**config.mk**
```make
export PLATFORM = sky130hd
export DESIGN_NAME = multilevel_priority_queue
export DESIGN_NICKNAME = d
export VERILOG_FILES = /design/src/design/mlpq_pkg.sv /design/src/design/mlpq_store.sv /design/src/design/mlpq_levels.sv /design/src/design/multilevel_priority_queue.sv
export VERILOG_INCLUDE_DIRS = /design/src /design/src/design
export SDC_FILE = /design/constraint.sdc
export NUM_CORES = 2
export LEC_CHECK = 0
export ABC_AREA = 1
export BUFFER_PORTS_ARGS = -buffer_cell sky130_fd_sc_hd__buf_2
export CAP_MARGIN = 20
export CORE_MARGIN = 3
export CORE_UTILIZATION = 50
export DETAILED_ROUTE_END_ITERATION = 6
export MAX_ROUTING_LAYER = met4
export PLACE_DENSITY = 0.65
export SYNTH_ARGS = -nofsm -noshare
export SYNTH_HDL_FRONTEND = slang
export SYNTH_SLANG_ARGS = --single-unit
export TNS_END_PERCENT = 30
```
**constraint.sdc**
```tcl
create_clock -name clk -period 11.8 [get_ports clk]
set_input_delay 0.59 -clock clk [delete_from_list [all_inputs] [get_ports clk]]
set_output_delay 0.59 -clock clk [all_outputs]
set_load 0.01 [all_outputs]
```
**src/design/assert_macros.svh**
```systemverilog
// Assertion macros shared by the priority queue RTL files.
`ifndef ASSERT_MACROS_SVH
`define ASSERT_MACROS_SVH

`ifndef SYNTHESIS
// Check a property on every rising edge, skipped while reset is high.
`define MLPQ_ASSERT(label, ck, rs, prop, msg) \
  label: assert property (@(posedge ck) disable iff (rs) prop) else $error(msg);
// Check a property on every rising edge, reset included.
`define MLPQ_ASSERT_ALWAYS(label, ck, prop, msg) \
  label: assert property (@(posedge ck) prop) else $error(msg);
`else
`define MLPQ_ASSERT(label, ck, rs, prop, msg)
`define MLPQ_ASSERT_ALWAYS(label, ck, prop, msg)
`endif

`endif

```
**src/design/mlpq_pkg.sv**
```systemverilog
// Package for the multilevel priority queue: payload types, codes and defaults.
`default_nettype none

package mlpq_pkg;

  // Default sizing of the bank.
  localparam int NUM_LEVELS_DEF  = 8;
  localparam int LEVEL_DEPTH_DEF = 16;
  localparam int TASK_BITS_DEF   = 16;

  // Fixed field widths of the payloads.
  localparam int KIND_W   = 2;
  localparam int TASK_W   = 16;
  localparam int PRIO_W   = 4;
  localparam int TOTAL_W  = 8;
  localparam int LCOUNT_W = 5;
  localparam int STATUS_W = 2;

  // Operation codes; the unused code acts as a query.
  localparam logic [KIND_W-1:0] KIND_QUERY  = 2'd0;
  localparam logic [KIND_W-1:0] KIND_ADD    = 2'd1;
  localparam logic [KIND_W-1:0] KIND_REMOVE = 2'd2;

  // Status codes.
  localparam logic [STATUS_W-1:0] STATUS_OK    = 2'd0;
  localparam logic [STATUS_W-1:0] STATUS_DROP  = 2'd1;
  localparam logic [STATUS_W-1:0] STATUS_EMPTY = 2'd2;

  typedef struct packed {
    logic [KIND_W-1:0] kind;
    logic [TASK_W-1:0] task_id;
    logic [PRIO_W-1:0] priority_req;
  } mlpq_req_t;

  typedef struct packed {
    logic                front_valid;
    logic [TASK_W-1:0]   front_task;
    logic [PRIO_W-1:0]   front_priority;
    logic [TOTAL_W-1:0]  total_count;
    logic [LCOUNT_W-1:0] level_count;
    logic [STATUS_W-1:0] status;
  } mlpq_rsp_t;

  // Update command to the level bookkeeping.
  typedef struct packed {
    logic add;
    logic remove;
  } lvl_cmd_t;

  // Flags back from the level bookkeeping.
  typedef struct packed {
    logic any;
    logic sel_full;
  } lvl_stat_t;

endpackage

`default_nettype wire

```
**src/design/mlpq_store.sv**
```systemverilog
// Task store: one write port, one read port with registered read data.
`default_nettype none

module mlpq_store import mlpq_pkg::*; #(
  parameter int NUM_LEVELS  = NUM_LEVELS_DEF,
  parameter int LEVEL_DEPTH = LEVEL_DEPTH_DEF,
  parameter int TASK_BITS   = TASK_BITS_DEF,
  localparam int Entries    = NUM_LEVELS * LEVEL_DEPTH,
  localparam int AW         = $clog2(Entries)
) (
  input  wire logic                 clk,
  input  wire logic                 wr_en,
  input  wire logic [AW-1:0]        wr_addr,
  input  wire logic [TASK_BITS-1:0] wr_data,
  input  wire logic                 rd_en,
  input  wire logic [AW-1:0]        rd_addr,
  output logic      [TASK_BITS-1:0] rd_data
);

  logic [TASK_BITS-1:0] mem [Entries];

  always_ff @(posedge clk) begin
    if (wr_en) begin
      mem[wr_addr] <= wr_data;
    end
  end

  always_ff @(posedge clk) begin
    if (rd_en) begin
      rd_data <= mem[rd_addr];
    end
  end

endmodule

`default_nettype wire

```
**src/design/mlpq_levels.sv**
```systemverilog
// Per-level ring pointers, fill counts, total count and front-level encoder.
`default_nettype none

`include "assert_macros.svh"

module mlpq_levels import mlpq_pkg::*; #(
  parameter int NUM_LEVELS  = NUM_LEVELS_DEF,
  parameter int LEVEL_DEPTH = LEVEL_DEPTH_DEF,
  localparam int LW         = $clog2(NUM_LEVELS),
  localparam int PW         = $clog2(LEVEL_DEPTH),
  localparam int FW         = $clog2(LEVEL_DEPTH + 1),
  localparam int TW         = $clog2(NUM_LEVELS * LEVEL_DEPTH + 1)
) (
  input  wire logic          clk,
  input  wire logic          rst,
  input  wire lvl_cmd_t      cmd,
  input  wire logic [LW-1:0] sel_lvl,
  output lvl_stat_t          stat,
  output logic      [LW-1:0] top_lvl,
  output logic      [PW-1:0] top_slot,
  output logic      [PW-1:0] sel_slot,
  output logic      [FW-1:0] sel_fill,
  output logic      [TW-1:0] total
);

  logic [PW-1:0] head [NUM_LEVELS];
  logic [PW-1:0] tail [NUM_LEVELS];
  logic [FW-1:0] fill [NUM_LEVELS];

  function automatic logic [PW-1:0] ring_next(input logic [PW-1:0] p);
    return (p == PW'(LEVEL_DEPTH - 1)) ? '0 : p + 1'b1;
  endfunction

  // Highest non-empty level wins.
  always_comb begin
    stat.any      = 1'b0;
    stat.sel_full = (fill[sel_lvl] == FW'(LEVEL_DEPTH));
    top_lvl       = '0;
    for (int i = 0; i < NUM_LEVELS; i++) begin
      if (fill[i] != '0) begin
        stat.any = 1'b1;
        top_lvl  = LW'(i);
      end
    end
  end

  assign sel_fill      = fill[sel_lvl];
  assign sel_slot      = tail[sel_lvl];
  assign top_slot      = head[top_lvl];

  always_ff @(posedge clk) begin
    if (rst) begin
      for (int i = 0; i < NUM_LEVELS; i++) begin
        head[i] <= '0;
        tail[i] <= '0;
        fill[i] <= '0;
      end
      total <= '0;
    end else begin
      if (cmd.add) begin
        tail[sel_lvl] <= ring_next(tail[sel_lvl]);
        fill[sel_lvl] <= fill[sel_lvl] + 1'b1;
        total         <= total + 1'b1;
      end else if (cmd.remove) begin
        head[top_lvl] <= ring_next(head[top_lvl]);
        fill[top_lvl] <= fill[top_lvl] - 1'b1;
        total         <= total - 1'b1;
      end
    end
  end

  `MLPQ_ASSERT(a_remove_nonempty, clk, rst, cmd.remove |-> stat.any, "remove on empty bank")
  `MLPQ_ASSERT(a_add_room, clk, rst, cmd.add |-> !stat.sel_full, "add into full level")
  `MLPQ_ASSERT(a_total_any, clk, rst, (total == '0) |-> !stat.any, "total disagrees with fills")

endmodule

`default_nettype wire

```
**src/design/multilevel_priority_queue.sv**
```systemverilog
// Top level of the multilevel strict-priority task queue.
// Sequence: an accepted item updates the bank, then the store reads the new
//   front task and the result is loaded into the output register to wait there
//   until taken. A new item is accepted only in idle, after the last result
//   has been loaded.
// Reset: synchronous; empties every level at once, no clearing pass; store
//   contents stay undefined until written.
`default_nettype none

`include "assert_macros.svh"

module multilevel_priority_queue import mlpq_pkg::*; #(
  parameter int NUM_LEVELS  = NUM_LEVELS_DEF,
  parameter int LEVEL_DEPTH = LEVEL_DEPTH_DEF,
  parameter int TASK_BITS   = TASK_BITS_DEF
) (
  input  wire logic      clk,
  input  wire logic      rst,
  input  wire logic      req_valid,
  output logic           req_ready,
  input  wire mlpq_req_t req,
  output logic           rsp_valid,
  input  wire logic      rsp_ready,
  output mlpq_rsp_t      rsp
);

  localparam int LW = $clog2(NUM_LEVELS);
  localparam int PW = $clog2(LEVEL_DEPTH);
  localparam int FW = $clog2(LEVEL_DEPTH + 1);
  localparam int TW = $clog2(NUM_LEVELS * LEVEL_DEPTH + 1);
  localparam int AW = $clog2(NUM_LEVELS * LEVEL_DEPTH);

  typedef enum logic [1:0] {
    S_IDLE,
    S_READ,
    S_RESP
  } state_t;

  state_t state;

  // Held from accept until the result is loaded.
  logic                prio_ok;
  logic [LW-1:0]       lvl;
  logic [STATUS_W-1:0] status;
  // Captured while the store read is in flight.
  logic                front_valid;
  logic [PRIO_W-1:0]   front_prio;
  logic [LCOUNT_W-1:0] level_count;
  logic [TOTAL_W-1:0]  total_count;

  logic                accept;
  logic                prio_ok_in;
  logic [LW-1:0]       lvl_in;
  logic [STATUS_W-1:0] status_in;
  logic                is_add;
  logic                is_remove;
  logic                load;

  lvl_cmd_t            cmd;
  lvl_stat_t           stat;
  logic [LW-1:0]       sel_lvl;
  logic [LW-1:0]       top_lvl;
  logic [PW-1:0]       top_slot;
  logic [PW-1:0]       sel_slot;
  logic [FW-1:0]       sel_fill;
  logic [TW-1:0]       total;

  logic                wr_en;
  logic [AW-1:0]       wr_addr;
  logic [TASK_BITS-1:0] wr_data;
  logic                rd_en;
  logic [AW-1:0]       rd_addr;
  logic [TASK_BITS-1:0] rd_data;

  // Take a new item only when no earlier one is still in flight.
  assign req_ready = (state == S_IDLE);
  assign accept    = req_valid && req_ready;

  // Decode the item: out-of-range priorities select level 0 and never add to it.
  assign prio_ok_in = (req.priority_req != '0) && (int'(req.priority_req) <= NUM_LEVELS);
  assign lvl_in     = prio_ok_in ? LW'(req.priority_req - 1'b1) : '0;
  assign is_add     = (req.kind == KIND_ADD);
  assign is_remove  = (req.kind == KIND_REMOVE);

  // Point the bookkeeping at the incoming level on accept, at the held one after.
  assign sel_lvl = (state == S_IDLE) ? lvl_in : lvl;

  assign cmd.add    = accept && is_add && prio_ok_in && !stat.sel_full;
  assign cmd.remove = accept && is_remove && stat.any;

  always_comb begin
    if (is_add && (!prio_ok_in || stat.sel_full)) begin
      status_in = STATUS_DROP;
    end else if (is_remove && !stat.any) begin
      status_in = STATUS_EMPTY;
    end else begin
      status_in = STATUS_OK;
    end
  end

  // Write the task at the level's tail in the same cycle the pointers advance.
  assign wr_en   = cmd.add;
  assign wr_addr = AW'(lvl_in) * AW'(LEVEL_DEPTH) + AW'(sel_slot);
  assign wr_data = TASK_BITS'(req.task_id);

  // Read the new front once the update has landed.
  assign rd_en   = (state == S_READ);
  assign rd_addr = AW'(top_lvl) * AW'(LEVEL_DEPTH) + AW'(top_slot);

  // Load the result when the output register is free or being drained.
  assign load = (state == S_RESP) && (!rsp_valid || rsp_ready);

  mlpq_levels #(
    .NUM_LEVELS  (NUM_LEVELS),
    .LEVEL_DEPTH (LEVEL_DEPTH)
  ) u_levels (
    .clk      (clk),
    .rst      (rst),
    .cmd      (cmd),
    .sel_lvl  (sel_lvl),
    .stat     (stat),
    .top_lvl  (top_lvl),
    .top_slot (top_slot),
    .sel_slot (sel_slot),
    .sel_fill (sel_fill),
    .total    (total)
  );

  mlpq_store #(
    .NUM_LEVELS  (NUM_LEVELS),
    .LEVEL_DEPTH (LEVEL_DEPTH),
    .TASK_BITS   (TASK_BITS)
  ) u_store (
    .clk     (clk),
    .wr_en   (wr_en),
    .wr_addr (wr_addr),
    .wr_data (wr_data),
    .rd_en   (rd_en),
    .rd_addr (rd_addr),
    .rd_data (rd_data)
  );

  always_ff @(posedge clk) begin
    if (rst) begin
      state     <= S_IDLE;
      rsp_valid <= 1'b0;
    end else begin
      // Present a freshly loaded result, or drop the one just taken.
      if (load) begin
        rsp_valid <= 1'b1;
      end else if (rsp_ready) begin
        rsp_valid <= 1'b0;
      end
      case (state)
        S_IDLE: begin
          if (accept) begin
            prio_ok <= prio_ok_in;
            lvl     <= lvl_in;
            status  <= status_in;
            state   <= S_READ;
          end
        end
        S_READ: begin
          front_valid <= stat.any;
          front_prio  <= stat.any ? PRIO_W'(32'(top_lvl) + 32'd1) : '0;
          level_count <= prio_ok ? LCOUNT_W'(sel_fill) : '0;
          total_count <= TOTAL_W'(total);
          state       <= S_RESP;
        end
        S_RESP: begin
          if (load) begin
            rsp.front_valid    <= front_valid;
            rsp.front_task     <= front_valid ? TASK_W'(rd_data) : '0;
            rsp.front_priority <= front_prio;
            rsp.total_count    <= total_count;
            rsp.level_count    <= level_count;
            rsp.status         <= status;
            state              <= S_IDLE;
          end
        end
        default: begin
          state <= S_IDLE;
        end
      endcase
    end
  end

  `MLPQ_ASSERT(a_accept_to_read, clk, rst, accept |=> (state == S_READ), "accept did not start read")
  `MLPQ_ASSERT(a_read_to_resp, clk, rst, (state == S_READ) |=> (state == S_RESP), "read not followed by result")
  `MLPQ_ASSERT(a_load_shows, clk, rst, load |=> rsp_valid, "loaded result not presented")
  `MLPQ_ASSERT(a_empty_front, clk, rst, (rsp_valid && !rsp.front_valid) |-> (rsp.front_task == '0 && rsp.front_priority == '0), "empty front not zero")

endmodule

`default_nettype wire

```
==> metrics.md <==
| Metric | Value |
|---|---|
| RR Endpoint | `u_store.rd_data[7]` |
| Number of global-route vias before repair | `67790` |
| Count of cell types in the netlist | `57` |
| R2R Setup Slk | `4.98 ns` |
| Reg2Reg Depth | `20` |
| Io pins | `64` |
| FF+latch count, synth | `2239` |
| Synth Cell Area | `100000 um2` |
| Final setup skew | `0.0726 ns` |
| DRC violations left | `5` |
| Setup CP Type | `register to register` |
| Worst Tran Pin Value | `1.20 ns` |
| Detailed Route Iter0 Violations | `9082` |
| Peak supply drop | `0.135 mV` |
| Max frequency | `147 MHz` |
| Routed met2 length | `133000 um` |
| Grt ovf | `0` |
| Yosys top cell area share | `66.9%` |
| Cells after synthesis | `9540` |
| Largest net degree at the start of global routing | `217` |
| Final setup TNS | `0 ns` |
| Mapped Nets | `9581` |
| Rel. slew slack | `19.9%` |
| Worst Hold Launch | `req[20]` |
| Post-CTS setup buffers | `0` |
| Worst Hold Slack | `0.0419 ns` |
| R2R Path Start | `u_levels.fill[7][2]` |
| Initial Util | `50.5%` |
| DP Worst Slack | `5.34 ns` |
| Die width | `453 um` |
| Number of nets in the final layout | `9501` |
| Hold Vio Cnt, Final | `0` |
| CP Max Fanout | `73` |
| TritonCTS clock tree | `built` |
| Period minus WS final | `6.82 ns` |
| Most frequent cells in the layout | `edfxtp_1, nand2_1, inv_1` |
| Ys async rst share | `0%` |
| H-Tree Depth | `4` |
| Fillers | `16637` |
| Cell depth of the worst hold path | `2` |
| M1 wire length | `118000 um` |
| Number of synthesized flops with an enable pin | `2228` |
| Setup crit start kind | `register` |
| Setup crit end kind | `register` |
| Unrepaired setup endpoints after global routing | `false` |
| Drt first pass iters | `7` |
| Failing checks | `DRC` |
| Post-DP HPWL | `162000 um` |
| Pleak | `45.5 nW` |
| Outcome | `finished, violations left` |
| Clock Latency Late Sink | `0.88 ns` |
| Synth Flop Type | `edfxtp_1` |
| Worst-path clk slew | `0.06 ns` |
| CTS hold repair buffers | `3` |
| Synth area leaders | `edfxtp_1, nand3_1, nand2_1` |
| DR WL met3 | `28900 um` |
| Row count | `163` |
| Area of the core | `198000 um2` |
| Worst endpoint required time | `12.36 ns` |
| Final Cycle Share | `57.8%` |
| Max-slew violations | `0` |
| I/O Buffers | `63` |
| Initial antenna violation count | `6` |
| Tot GR Track Use | `29.0%` |
| DIE AREA | `205000 um2` |
| Routed len/inst | `23.8 um` |
| Multi-input gate area | `23400 um2` |
| Max_cap viols | `0` |
| Final Cell Area | `111000 um2` |
| Die span in y | `453 um` |
| Area after DPL | `103000 um2` |
| First-pass GRT wire length | `435000 um` |
| WL final | `293000 um` |
| Highest metal used | `met4` |
| Area growth from synthesis to layout | `10.5%` |
| Cts bufs inserted | `228` |
| Root Driver | `clkbuf_16` |
| Final setup margin | `4.98 ns` |
| Post_cts resized | `0` |
| Power Density | `157 nW/um2` |
| Register area | `67100 um2` |
| GPL Wtd Cong | `0.909` |
| Syn Area/Cell | `10.5 um2` |
| Final Util | `55.8%` |
| Via Count | `70898` |
| Hold WC Path Type | `input pin to register` |
| Fraction of layout cells with a size suffix above 1 | `7.29%` |
| CTS sink cnt | `2239` |
| CP Data Arrival Time | `7.38 ns` |
| End point of the worst hold path | `status[1]` |
| Most common cell after layout, fill and taps aside | `edfxtp_1` |
| Register area share after synthesis | `67.1%` |
| Clk buf depth | `3` |
| # setup viols final | `0` |
| Antenna viol nets, final | `0` |
| Via-to-Cell Ratio | `5.76` |
| Count of warnings emitted by yosys | `0` |
| Largest area contributor in the netlist | `edfxtp_1` |
sequential cells by signal (all words and copies together), names as in the netlist:
name,flops
u_levels.fill,40
u_store.mem,2048
state,2
u_levels.head,32
front_prio,4
prio_ok,1
u_levels.tail,32
status,2
u_levels.total,8
lvl,3
level_count,5
rsp_valid,1
rsp,36
total_count,8
front_valid,1
u_store.rd_data,16
routing by layer:
metal | vias up | global-route usage [%]
met1 | 34331 | 39.8
met5 | - | -
met2 | 3846 | 43.1
met3 | 588 | 4.73
met4 | 0 | 12.0
li1 | 32133 | -
metrics by stage:
stage	power, mW	std cells
after global placement	10.3	11865
after global routing	17.9	12308
final	17.4	12309
after floorplan	9.75	9540
after CTS	17.4	12303
after detailed placement	10.3	11865
synth_stat cells, types with 6 or more instances:
library cell	count
a21oi_1	13
buf_1	45
buf_2	278
buf_4	6
clkbuf_1	274
clkinv_1	6
dfxtp_1	11
edfxtp_1	2228
ha_1	14
inv_1	1820
inv_2	20
nand2_1	1848
nand2_2	10
nand3_1	1648
nand3_2	8
nand4_1	710
nor2_1	340
nor2_2	6
o211ai_1	128
o21ai_0	24
o22ai_1	23
xor2_1	7
worst max path at each step:
stage                             start            endpoint  slack [ns]  cells past startpoint
floorplan                           rst              rsp[0]        7.00                      2
global placement    u_levels.fill[6][1]  u_store.rd_data[7]        5.39                     20
detailed placement  u_levels.fill[6][1]  u_store.rd_data[7]        5.34                     20
CTS                 u_levels.fill[6][1]  u_store.rd_data[7]        5.28                     20
global route        u_levels.fill[7][2]  u_store.rd_data[7]        4.85                     20
finish              u_levels.fill[7][2]  u_store.rd_data[7]        4.98                     20
critical path: stages (launching register included):
cell,delay (ns)
edfxtp_1,0.39
nor2_1,0.06
nand3_1,0.23
nor2_2,0.09
inv_2,0.42
nor2_4,0.11
nand3_1,0.12
nand2_1,0.09
nor2_4,0.50
buf_4,0.84
buf_4,0.76
buf_4,0.72
nand4_1,0.19
nand3_1,0.14
nand3_1,0.18
nand3_1,0.21
nand2_1,0.11
nand2_1,0.12
nand2_1,0.07
nor2_1,0.83
nand3_1,0.17
cell type report:
type                       instances  area share (%)
multi-input combinational       4847            21.1
tap                             2640            2.99
timing repair buffer             295            2.06
antenna                            4         0.00905
inverter                        1849            6.30
sequential                      2239            60.7
clock inverter                   163            1.48
clock buffer                     272            5.31
cell families (layout without fill, tap and decap cells):
family | Yosys count | count (layout) | share of synthesized area, %
AOI/OAI and AO/OA | 217 | 217 | 1.56
xor gates and xnor gates | 11 | 11 | 0.0963
adders and majority gates | 15 | 15 | 0.195
buffers and inverters | 2454 | 2579 | 9.60
DFF | 2239 | 2239 | 67.1
other | 0 | 4 | 0
and+or+nand+nor | 4604 | 4604 | 21.4
report_power, final:
part | total (mW) | switching (mW) | internal, mW
combinational | 1.36 | 1.04 | 0.325
sequential | 8.80 | 0.0179 | 8.78
clock | 7.24 | 3.13 | 4.11
Power figures use the tool's default switching activity.
